`src/sv/arh_pkg.sv`:
```
// Package for the auto-ranging histogram: sizes, payload structs, sequencer states.
// No dependencies; used by every module of the block.
package arh_pkg;
    localparam int SAMPLE_DEPTH = 1024;
    localparam int MAX_BINS     = 64;
    localparam int SAMPLE_BITS  = 16;
    localparam int DEFAULT_BINS = 25;
    localparam int ADDR_BITS    = $clog2(SAMPLE_DEPTH);
    localparam int CNT_BITS     = $clog2(SAMPLE_DEPTH + 1);
    localparam int BIN_BITS     = $clog2(MAX_BINS);
    localparam int NB_BITS      = $clog2(MAX_BINS + 1);
    localparam int RANGE_BITS   = SAMPLE_BITS + 1;
    localparam int NUM_BITS     = RANGE_BITS + NB_BITS;
    localparam int PCT_NUM_BITS = CNT_BITS + 15;
    localparam int DIV_BITS     = (NUM_BITS > PCT_NUM_BITS) ? NUM_BITS : PCT_NUM_BITS;
    localparam int DEN_BITS     = (RANGE_BITS > CNT_BITS) ? RANGE_BITS : CNT_BITS;

    typedef struct packed {
        logic signed [SAMPLE_BITS-1:0] sample;
        logic                          last_sample;
    } t_in_item;

    typedef struct packed {
        logic [5:0]                    bin_index;
        logic signed [SAMPLE_BITS-1:0] bin_low_edge;
        logic [10:0]                   bin_total;
        logic [14:0]                   percent_q8;
        logic                          last_bin;
    } t_out_item;

    typedef enum logic [3:0] {
        S_LOAD, S_CLEAR, S_RD, S_DIVB, S_WAITB, S_ACC, S_INC,
        S_EDGE, S_WAITE, S_PCT, S_WAITP, S_OUT
    } t_state;

    typedef struct packed {
        logic                start;
        logic [DIV_BITS-1:0] num;
        logic [DEN_BITS-1:0] den;
    } t_div_req;
endpackage

```
`src/sv/arh_div.sv`:
```
// Shared restoring divider, one quotient bit per cycle.
// Depends on arh_pkg.
module arh_div (
    input  logic                          i_clk,
    input  logic                          i_rst_n,
    input  arh_pkg::t_div_req             i_req,
    output logic                          o_done,
    output logic [arh_pkg::DIV_BITS-1:0]  o_quot
);
    localparam int W = arh_pkg::DIV_BITS;
    localparam int D = arh_pkg::DEN_BITS;
    localparam int SB = $clog2(W + 1);

    logic [W-1:0] r_q, n_q;
    logic [D:0]   r_rem, n_rem;
    logic [D-1:0] r_den;
    logic [SB-1:0] r_cnt;
    logic         r_busy;
    logic [D:0]   w_try;

    always_comb begin
        w_try = {r_rem[D-1:0], r_q[W-1]};
        n_q   = {r_q[W-2:0], 1'b0};
        n_rem = w_try;
        if (w_try >= {1'b0, r_den}) begin
            n_rem = w_try - {1'b0, r_den};
            n_q[0] = 1'b1;
        end
    end

    always_ff @(posedge i_clk) begin
        if (!i_rst_n) begin
            r_busy <= 1'b0;
            o_done <= 1'b0;
            r_cnt  <= '0;
        end else begin
            o_done <= 1'b0;
            if (i_req.start) begin
                r_busy <= 1'b1;
                r_cnt  <= SB'(W);
                r_q    <= i_req.num;
                r_den  <= i_req.den;
                r_rem  <= '0;
            end else if (r_busy) begin
                r_q   <= n_q;
                r_rem <= n_rem;
                r_cnt <= r_cnt - 1'b1;
                if (r_cnt == SB'(1)) begin
                    r_busy <= 1'b0;
                    o_done <= 1'b1;
                end
            end
        end
    end
    assign o_quot = r_q;
endmodule

```
`config.mk`:
```
export PLATFORM = sky130hd
export DESIGN_NAME = arh_div
export DESIGN_NICKNAME = d
export VERILOG_FILES = /design/src/sv/arh_pkg.sv /design/src/sv/arh_div.sv
export SDC_FILE = /design/constraint.sdc
export NUM_CORES = 1
export LEC_CHECK = 0
export CAP_MARGIN = 10
export CORE_MARGIN = 4
export CORE_UTILIZATION = 25
export DETAILED_ROUTE_END_ITERATION = 6
export DONT_BUFFER_PORTS = 1
export HOLD_SLACK_MARGIN = 0.1
export PLACE_DENSITY = 0.35
export SLEW_MARGIN = 0
export SYNTH_ARGS = -nofsm -noshare
export SYNTH_HDL_FRONTEND = slang
export SYNTH_SLANG_ARGS = --single-unit
export TNS_END_PERCENT = 5
```
`constraint.sdc`:
```
create_clock -name i_clk -period 3.3 [get_ports i_clk]
set_clock_uncertainty 0.15 [all_clocks]
set_input_delay 0.33 -clock i_clk [delete_from_list [all_inputs] [get_ports i_clk]]
set_output_delay 0.33 -clock i_clk [all_outputs]
set_load 0.01 [all_outputs]
```
==> run metrics, run 1 <==
Worst R2R Setup Slack 0.33 ns; Setup crit end r_rem[15]; Final min period 2.97 ns; CP endpoint kind flop; number of vias per cell 4.72; post-CTS setup buffers 0; CTS Buf Count 9; setup violators final 0; Worst Setup Start Kind flop; Initial DRC Count 135; Syn Nets 386; IO Pins 73; number of flops mapped to enable cells by yosys 60; GP Congestion 0.727; ys flop type edfxtp_1; worst hold path type in -> reg; outcome finished clean; final WL 9010 um; effective utilization at floorplan 0.254; Final Core Density 0.322; Die Width 130 um; WP data required 3.31 ns; Worst EP arrival 2.98 ns; vias in the first global route 2760; clk sink count 67; clock buffer depth 2; routed vias 2636; Max VDD drop 0.239 mV; Initial DRT Pass Iterations 4; worst-path fanout max 20; P&R area growth vs syn 26.5%; Crit Reg-Reg Startpoint r_rem[6]; Layout Nets 436; async set or reset register ratio after synthesis 0; met2 WL 3940 um; final hold violation count 0; Rel. slew slack 0.302; Achievable Freq 337 MHz; Detailed Place HPWL 5980 um; worst slew pin tran 1.05 ns; share of post-route cells with drive strength above 1 0.149; row cnt 44; Top Metal Used met4; cell count after synthesis 320; Die H 130 um; post-DR wirelength/cell 16.1 um; YS warnings 0; WS Path Type reg -> reg; # diodes 0; antenna violations before repair 0; first-pass GRT wire length 14600 um; syn avg cell area 11.6 um^2; max-capacitance violation count 0; setup TNS 0 ns; Netlist cell types 50; reg2reg path depth 7; PwrDens 561 mW/mm^2; GRT overflow 0; largest net degree at the start of global routing 44; CP Launch Point r_rem[6]; part of the Yosys area used for sequential elements 0.525; Syn Std Cell Area 0.00370 mm^2; ratio of final minimum period to clock period 0.900; metal3 WL 730 um; Die Area 0.0168 mm^2; r2r endpoint r_rem[15]; H-tree depth 3; Overall Global Routing Usage 0.113; RSZ-0062 raised after global routing false; routed length on met1 4180 um; input/output buffers 0; core footprint 0.0145 mm^2; clock insertion delay at the later pin of the skew report 0.34 ns; root buffer cell clkbuf_16; clk slew on worst S/H paths 0.06 ns; Final Max Slew Viols 0; leakage power 1.76 nW; DR DRC count 0; CTS tree yes; #FFs+latches synth 67; Post-DRT Antenna Nets 0
==> sequential cells by signal (all words and copies together), names as in the netlist <==
name,cells
o_done,1
o_quot,26
r_rem,17
r_cnt,5
r_busy,1
r_den,17
==> timing repair <==
item | CTS | global route
endpoints found under the hold margin | 65 | 0
hold buffers | 45 | 0
resized for setup | 0 | 0
==> cells in the mapped netlist, types with 3 or more instances <==
library cell  instances  share of area
a211oi_2              3          0.010
a21boi_0              4         0.0081
a21o_1                9          0.018
a21oi_1              29          0.039
a31oi_1               4         0.0068
and2_1                4         0.0068
and3_1                3         0.0051
clkbuf_1              5         0.0051
dfxtp_1               7          0.038
edfxtp_1             60           0.49
ha_1                 19          0.064
inv_1                24          0.024
mux2_2               25          0.076
nand2_1              39          0.040
nand3_1               6         0.0081
nand4_1               3         0.0051
nor2_1               11          0.011
o21a_1                5          0.010
o21ai_0              10          0.014
o31ai_1               3         0.0061
xnor2_1               8          0.019
xor2_1                4         0.0095
==> worst max-delay path: stages (launching register included) <==
cell and delay, ns:
edfxtp_1 0.38, ha_1 0.49, a21oi_1 0.12, o21a_1 0.23, and3_1 0.21, a22oi_2 0.83
o31ai_1 0.22, o32ai_2 0.17
==> placed cells by master, fill, tap and decap left out, types with 5 or more instances in the layout <==
| cell type | count |
|---|---|
| inv_1 | 24 |
| nand2_1 | 39 |
| a21oi_1 | 29 |
| mux2_2 | 25 |
| clkbuf_16 | 9 |
| ha_1 | 19 |
| xnor2_1 | 8 |
| nand3_1 | 6 |
| o21ai_0 | 10 |
| dfxtp_1 | 7 |
| nor2_1 | 11 |
| dlygate4sd3_1 | 44 |
| edfxtp_1 | 60 |
| buf_4 | 5 |
| a21o_1 | 9 |
==> metal layers <==
layer / up-vias / track usage
li1: 1284 / -
met1: 1258 / 0.143
met2: 81 / 0.171
met3: 13 / 0.0458
met4: 0 / 0.0495
met5: - / 0
==> worst min-delay path by stage <==
stage	startpoint	endpoint	slack, ns	cells after the start
detailed placement	i_req[10]	r_den[10]	0.28	0
finish	i_req[43]	r_cnt[2]	0.23	3
floorplan	i_req[0]	r_den[0]	0.28	0
global route	i_req[43]	r_cnt[1]	0.22	2
global placement	i_req[5]	r_den[5]	0.28	0
CTS	i_req[43]	r_cnt[2]	0.22	3
==> power breakdown <==
group          switching [mW]  total [mW]  internal, mW
logic                   0.320       0.574         0.254
registers              0.0488        1.06          1.02
clock network           0.362       0.987         0.625
==> final cells by class <==
type | instances | area (um^2)
Multi-Input combinational cell | 218 | 1600
Inverter | 24 | 90.1
Fill cell | 1514 | 9860
Tap cell | 184 | 230
Clock inverter | 4 | 50.0
Clock buffer | 12 | 256
Sequential cell | 67 | 1940
Timing Repair Buffer | 50 | 505
==> cell families after synthesis <==
logic type,Yosys count,synth area share
compound gates,79,0.150
xor+xnor,12,0.0284
fa+ha+maj,20,0.0697
buf+inv,35,0.0413
flops,67,0.525
mux,26,0.0788
simple gates,81,0.106
==> metrics by stage <==
step                      hold WS [ns]  instance area (um^2)  worst slack (ns)  cells  power (mW)
final                            0.226                  4680             0.330    559        2.63
after global routing             0.221                  4680            0.0801    559        2.79
after CTS                        0.216                  4680             0.260    559        2.68
after detailed placement         0.279                  3900             0.273    498        1.61
after global placement           0.279                  3900             0.334    498        1.61
after floorplan                  0.279                  3700             0.656    320        1.50
Note: power is estimated with default switching activity, not from simulation.
==> run 2: changes to the inputs <==
--- a/config.mk
+++ b/config.mk
@@ -5,6 +5,7 @@
 export SDC_FILE = /design/constraint.sdc
 export NUM_CORES = 1
 export LEC_CHECK = 0
+export ABC_AREA = 1
 export CAP_MARGIN = 10
 export CORE_MARGIN = 4
 export CORE_UTILIZATION = 25
@@ -12,6 +13,7 @@
 export DONT_BUFFER_PORTS = 1
 export HOLD_SLACK_MARGIN = 0.1
 export PLACE_DENSITY = 0.35
+export SETUP_SLACK_MARGIN = 0.4
 export SLEW_MARGIN = 0
 export SYNTH_ARGS = -nofsm -noshare
 export SYNTH_HDL_FRONTEND = slang
==> run 2 against run 1 <==
Net effect: via count is 23% higher; global-route usage is 0.82 points higher; total power is 1.9% lower; cell count is 37% higher; register-to-register slack better by 0.42 ns; synthesized cell count is 56% higher; sequential power hardly changed; critical path depth is 7 higher; synthesized area is 9.9% higher; sequential cell count stayed put; maximum frequency is 17% higher.
==> run metrics, run 2 <==
Initial DRC Count 149 (was 135); final hold violation count 0 (unchanged); CTS tree yes (unchanged); worst stage delay on the critical path 0.44 ns (was 0.83 ns); Die Width 135 um (was 130 um); reg2reg path depth 14 (was 7); Largest register FFs 26 (unchanged); GRT overflow 0 (unchanged); ys flop type edfxtp_1 (unchanged); PwrDens 513 mW/mm^2 (was 561 mW/mm^2); r2r endpoint r_rem[16] (was r_rem[15]); Top Metal Used met4 (unchanged); Netlist cell types 31 (was 50); largest family of logic cells by synthesized area simple AND/OR/NAND/NOR gates (was compound AO/OA/AOI/OAI gates); part of the Yosys area used for sequential elements 0.478 (was 0.525); row cnt 46 (was 44); worst slew pin tran 1.02 ns (was 1.05 ns); #FFs+latches synth 67 (unchanged); final setup margin 0.752 ns (was 0.330 ns); antenna violations before repair 0 (unchanged); largest net degree at the start of global routing 44 (unchanged); Post-DRT Antenna Nets 0 (unchanged); Syn Std Cell Area 0.00406 mm^2 (was 0.00370 mm^2); worst hold path type in -> reg (unchanged); commonest cells in the netlist nand2_1, inv_1, edfxtp_1, nor2_1, nand3_1 (was edfxtp_1, nand2_1, a21oi_1, mux2_2, inv_1); Crit Reg-Reg Startpoint o_quot[25] (was r_rem[6]); routed length on met1 4860 um (was 4180 um); CP endpoint kind flop (unchanged); routed vias 3238 (was 2636); Die Area 0.0184 mm^2 (was 0.0168 mm^2); first-pass GRT wire length 17500 um (was 14600 um); leakage power 2.33 nW (was 1.76 nW); met2 WL 4810 um (was 3940 um); setup TNS 0 ns (unchanged); Rel. slew slack 0.315 (was 0.302); Final min period 2.55 ns (was 2.97 ns); cell count after synthesis 500 (was 320); filler cell count in the final layout 1720 (was 1514); number of flops mapped to enable cells by yosys 60 (unchanged); Overall Global Routing Usage 0.122 (was 0.113); Initial DRT Pass Iterations 4 (unchanged); Pwr Total 2.58 mW (was 2.63 mW); async set or reset register ratio after synthesis 0 (unchanged); commonest non-fill, non-tap cell in the layout nand2_1 (was edfxtp_1); Post-Synth Simple-Gate Area 0.328 (was 0.106); Worst Setup Start Kind flop (unchanged); Setup crit end r_rem[16] (was r_rem[15]); vias in the first global route 3265 (was 2760); GP Congestion 0.854 (was 0.727); CP Launch Point o_quot[25] (was r_rem[6]); RSZ-0062 raised after global routing false (unchanged); H-tree depth 3 (unchanged); root buffer cell clkbuf_16 (unchanged); YS warnings 0 (unchanged); DR DRC count 0 (unchanged); final WL 10600 um (was 9010 um); core footprint 0.0159 mm^2 (was 0.0145 mm^2); Final Max Slew Viols 0 (unchanged); post-CTS setup buffers 0 (unchanged); metal3 WL 714 um (was 730 um); synthesized-area fraction occupied by xor and xnor cells 0.0194 (was 0.0284); Die H 135 um (was 130 um); top post-synthesis cells by area edfxtp_1, nand2_1, inv_1, ha_1, nor2_1 (was edfxtp_1, mux2_2, ha_1, nand2_1, a21oi_1); clk slew on worst S/H paths 0.05 ns (was 0.06 ns); number of vias per cell 4.22 (was 4.72); post-DR wirelength/cell 13.8 um (was 16.1 um); Synth top area share 0.443 (was 0.487); most frequent cell after synthesis nand2_1 (was edfxtp_1); clock insertion delay at the later pin of the skew report 0.32 ns (was 0.34 ns); post-synthesis compound-gate area fraction 0.0252 (was 0.150); Syn Nets 566 (was 386); setup violators final 0 (unchanged); Most common cell on crit path nand2_1; outcome finished clean (unchanged); Detailed Place HPWL 7840 um (was 5980 um); clock buffer depth 2 (unchanged); syn avg cell area 8.13 um^2 (was 11.6 um^2); Worst R2R Setup Slack 0.75 ns (was 0.33 ns); Synth area leader edfxtp_1 (unchanged); P&R area growth vs syn 23.5% (was 26.5%); max-capacitance violation count 0 (unchanged); # diodes 0 (unchanged); WS Path Type reg -> reg (unchanged); Setup WS pre-CTS 0.730 ns (was 0.273 ns); mux cell area share after synthesis 0 (was 0.0788); Worst EP arrival 2.48 ns (was 2.98 ns); share of post-route cells with drive strength above 1 0.0797 (was 0.149); input/output buffers 0 (unchanged); WP data required 3.23 ns (was 3.31 ns); ratio of final minimum period to clock period 0.772 (was 0.900); Synth Area in Adders 0.0634 (was 0.0697); Achievable Freq 392 MHz (was 337 MHz); effective utilization at floorplan 0.256 (was 0.254); Layout Nets 613 (was 436); clk sink count 67 (unchanged); IO Pins 73 (unchanged); Max VDD drop 0.219 mV (was 0.239 mV); CP max stage cell edfxtp_1 (was a22oi_2); commonest cells after routing, fill and taps aside nand2_1, inv_1, edfxtp_1 (was edfxtp_1, dlygate4sd3_1, nand2_1); CP Cell Sequence inv_1 > ha_1 > inv_1 > fa_1 > nand3_1 > nand3_1 > nand2_1 > nand2_1 > nand2_1 > nand2_1 > nand2_1 > nand3_2 > nand2_1 > inv_1 (was ha_1 > a21oi_1 > o21a_1 > and3_1 > a22oi_2 > o31ai_1 > o32ai_2); worst-path fanout max 4 (was 20); CTS Buf Count 9 (unchanged)
==> run 2: changes by cell type after synthesis, sizes merged, moves of 5 or more <==
cell	previous run	this run
a21o	9	0
a21oi	29	7
inv	24	74
mux2	25	0
nand2	39	200
nand3	6	26
nand3b	0	11
nor2	11	58
o21a	5	0
o21ai	11	1
xnor2	8	2
==> run 2: what timing repair did <==
item | 4_1_cts | 5_1_grt
hold buffers | 45 | 0
gates resized for setup | 0 | 0
hold endpoints to repair | 49 | 0
==> run 2: report_power, final <==
part           switching, mW  internal [mW]
combinational          0.373          0.224
sequential            0.0494           1.01
clock                  0.340          0.578
total                  0.762           1.81
==> run 2: cell type report <==
class / count / area (um^2) / share of cell area
Clock buffer: 12 / 236 / 0.0471
Clock inverter: 4 / 41.3 / 0.00823
Inverter: 74 / 278 / 0.0553
Multi-Input combinational cell: 347 / 1780 / 0.354
Sequential cell: 67 / 1940 / 0.387
Tap cell: 216 / 270 / 0.0538
Timing Repair Buffer: 48 / 473 / 0.0942
==> run 2: worst min-delay path by stage <==
stage          slack (ns)  cells past startpoint   endpoint  startpoint
6_report             0.14                      4     r_busy   i_req[43]
5_1_grt              0.14                      4     r_busy   i_req[43]
4_1_cts              0.12                      4     r_busy   i_req[43]
3_5_place_dp         0.28                      0  r_den[13]   i_req[13]
3_3_place_gp         0.28                      0   r_den[6]    i_req[6]
2_1_floorplan        0.28                      0   r_den[0]    i_req[0]
==> run 2: per-layer routing <==
metal,up-vias,GRT usage
met5,-,0
met4,0,0.0459
met3,12,0.0334
met2,103,0.190
met1,1462,0.161
li1,1661,-
==> run 2: cell families (layout without fill, tap and decap cells) <==
logic type,after synthesis,after routing
simple gates,303,303
buf+inv,86,138
flops,67,67
fa+ha+maj,20,20
compound gates,15,15
xor+xnor,9,9
==> run 2: through the flow <==
stage | hold WS (ns) | instances | utilization | area (um^2)
2_1_floorplan | 0.279 | 500 | - | 4060
3_3_place_gp | 0.279 | 707 | 0.270 | 4290
3_5_place_dp | 0.279 | 707 | 0.270 | 4290
4_1_cts | 0.122 | 768 | 0.316 | 5020
5_1_grt | 0.138 | 768 | 0.316 | 5020
6_report | 0.138 | 768 | 0.316 | 5020
==> run 2: critical path: cells and delay by family (launching register included) <==
family,cells,cell delay (ns)
DFF,1,0.44
adders and majority gates,2,0.63
buffers and inverters,3,0.24
and+or+nand+nor,9,0.83
==> run 3: changes to the inputs <==
--- a/config.mk
+++ b/config.mk
@@ -12,7 +12,7 @@
 export DETAILED_ROUTE_END_ITERATION = 6
 export DONT_BUFFER_PORTS = 1
 export HOLD_SLACK_MARGIN = 0.1
-export PLACE_DENSITY = 0.35
+export PLACE_DENSITY = 0.37
 export SETUP_SLACK_MARGIN = 0.4
 export SLEW_MARGIN = 0
 export SYNTH_ARGS = -nofsm -noshare
==> constraint.sdc (replaced) <==
create_clock -name i_clk -period 2.1 [get_ports i_clk]
set_clock_uncertainty 0.15 [all_clocks]
set_input_delay 0.21 -clock i_clk [delete_from_list [all_inputs] [get_ports i_clk]]
set_output_delay 0.21 -clock i_clk [all_outputs]
set_load 0.01 [all_outputs]
==> run 3 against run 2 <==
Net effect: the run now ends with negative setup slack left; worst setup slack worse by 0.89 ns; sequential cell count stayed put; register-to-register slack worse by 0.89 ns; clock power grew 48%; via count increased by 8.2%; sequential power is 57% higher; non-clock buffer count up 72; sequential share of layout area fell by 4.7 points; utilization up 4.4 points; largest power group unchanged.
==> run metrics, run 3 (same netlist as run 2, synthesis figures left out) <==
P&R area growth vs syn 40.6% (was 23.5%); Worst Path Buf+Inv 4 (was 3); clk sink count 67 (unchanged); WS Path Type reg -> reg (unchanged); setup violators final 18 (was 0); root buffer cell clkbuf_16 (unchanged); Finished Layout Cells 840 (was 768); Initial DRT Pass Iterations 4 (unchanged); max-capacitance violation count 0 (unchanged); commonest non-fill, non-tap cell in the layout nand2_1 (unchanged); Die Width 135 um (unchanged); row cnt 46 (unchanged); Max VDD drop 0.358 mV (was 0.219 mV); share of post-route cells with drive strength above 1 0.223 (was 0.0797); Achievable Freq 447 MHz (was 392 MHz); clk slew on worst S/H paths 0.06 ns (was 0.05 ns); clock buffer depth 2 (unchanged); Top Family by Delay on Critical Path adder cells (was simple AND/OR/NAND/NOR gates); Crit Reg-Reg Startpoint o_quot[25] (unchanged); area post-placement 0.00482 mm^2 (was 0.00429 mm^2); worst slew pin tran 0.527 ns (was 1.02 ns); Post-Place Cells 772 (was 707); Layout Nets 685 (was 613); worst stage delay on the critical path 0.42 ns (was 0.44 ns); CTS tree yes (unchanged); Post-DRT Antenna Nets 0 (unchanged); Die Area 0.0184 mm^2 (unchanged); final setup margin -0.139 ns (was 0.752 ns); Rel. slew slack 0.649 (was 0.315); commonest cells after routing, fill and taps aside nand2_1, inv_1, buf_4 (was nand2_1, inv_1, edfxtp_1); RSZ-0062 raised after global routing true (was false); IO Pins 73 (unchanged); first-pass GRT wire length 18600 um (was 17500 um); Pwr Total 4.27 mW (was 2.58 mW); final WL 11200 um (was 10600 um); GP Congestion 0.828 (was 0.854); Overall Global Routing Usage 0.131 (was 0.122); CP Launch Point o_quot[25] (unchanged); CTS Buf Count 9 (unchanged); hold path startpoint i_req[43] (unchanged); routed vias 3505 (was 3238); ratio of final minimum period to clock period 1.07 (was 0.772); post-DR wirelength/cell 13.3 um (was 13.8 um); vias in the first global route 3757 (was 3265); PwrDens 748 mW/mm^2 (was 513 mW/mm^2); Initial DRC Count 100 (was 149); leakage power 2.70 nW (was 2.33 nW); worst hold path type in -> reg (unchanged); effective utilization at floorplan 0.256 (unchanged); input/output buffers 0 (unchanged); DR DRC count 0 (unchanged); Final Max Slew Viols 0 (unchanged); CP Cell Sequence inv_2 > ha_4 > inv_2 > fa_2 > buf_6 > nand3_4 > nand3b_4 > nand2_4 > nand2_8 > buf_6 > nor2_2 > nor2_1 (was inv_1 > ha_1 > inv_1 > fa_1 > nand3_1 > nand3_1 > nand2_1 > nand2_1 > nand2_1 > nand2_1 > nand2_1 > nand3_2 > nand2_1 > inv_1); # diodes 0 (unchanged); GRT overflow 0 (unchanged); largest net degree at the start of global routing 28 (was 44); number of vias per cell 4.17 (was 4.22); design area 0.00571 mm^2 (was 0.00502 mm^2); Largest register FFs 26 (unchanged); Worst Setup Start Kind flop (unchanged); WP data required 2.04 ns (was 3.23 ns); core footprint 0.0159 mm^2 (unchanged); antenna violations before repair 0 (unchanged); worst-path fanout max 7 (was 4); CP endpoint kind flop (unchanged); outcome finished, violations left (was finished clean); Final min period 2.24 ns (was 2.55 ns); clock insertion delay at the later pin of the skew report 0.34 ns (was 0.32 ns); final hold violation count 0 (unchanged); CP max stage cell edfxtp_1 (unchanged); Worst EP arrival 2.18 ns (was 2.48 ns); violated checks negative setup slack; H-tree depth 3 (unchanged); Detailed Place HPWL 8470 um (was 7840 um); Die H 135 um (unchanged)
-- run 3: cell type report --
| cell class | count | area, um^2 |
|---|---|---|
| Multi-Input combinational cell | 347 | 1890 |
| Clock inverter | 5 | 30.0 |
| Inverter | 74 | 280 |
| Timing Repair Buffer | 120 | 1060 |
| Sequential cell | 67 | 1940 |
| Tap cell | 216 | 270 |
| Clock buffer | 11 | 233 |
| Fill cell | 1661 | 10200 |
-- run 3: worst reg2reg max path: stages, from the launching register on --
cell      delay [ns]
edfxtp_1        0.42
inv_2           0.10
ha_4            0.14
inv_2           0.04
fa_2            0.37
buf_6           0.14
nand3_4         0.06
nand3b_4        0.10
nand2_4         0.11
nand2_8         0.09
buf_6           0.15
nor2_2          0.07
nor2_1          0.05
-- run 3: repair_timing --
item,CTS,global route
pin swaps,3,1
hold buffers,47,0
setup buffers,4,1
resized for setup,18,16
endpoints found under the hold margin,50,0
setup endpoints to repair,18,66
-- run 3: power by group --
part	switching [mW]	total (mW)	internal, mW
Sequential	0.0743	1.66	1.59
Combinational	0.658	1.25	0.587
Clock	0.569	1.36	0.792
Total	1.30	4.27	2.97
-- run 3: worst paths after layout --
| path | cells past startpoint | slack (ns) | to |
|---|---|---|---|
| max | 12 | -0.14 | r_rem[12] |
| min | 2 | 0.13 | r_den[5] |
| max reg2reg | 12 | -0.14 | r_rem[12] |
| min reg2reg | 2 | 0.33 | r_cnt[4] |
-- run 3: routing by layer --
metal  global-route usage  up-vias  wire, um
met5                    0        -         0
met4               0.0521        0       171
met3               0.0416       10       750
met1                0.162     1610      5040
li1                     -     1804         -
met2                0.214       81      5210
-- run 3: per-stage QoR --
step           setup WS, ns   util  setup TNS [ns]  hold slack, ns
2_1_floorplan       -0.0361      -          -0.138           0.159
3_3_place_gp         -0.347  0.304           -3.64           0.159
3_5_place_dp         -0.349  0.304           -3.73           0.159
4_1_cts              -0.173  0.357           -7.64           0.129
5_1_grt              -0.259  0.360           -4.16           0.150
6_report             -0.139  0.360           -2.20           0.133
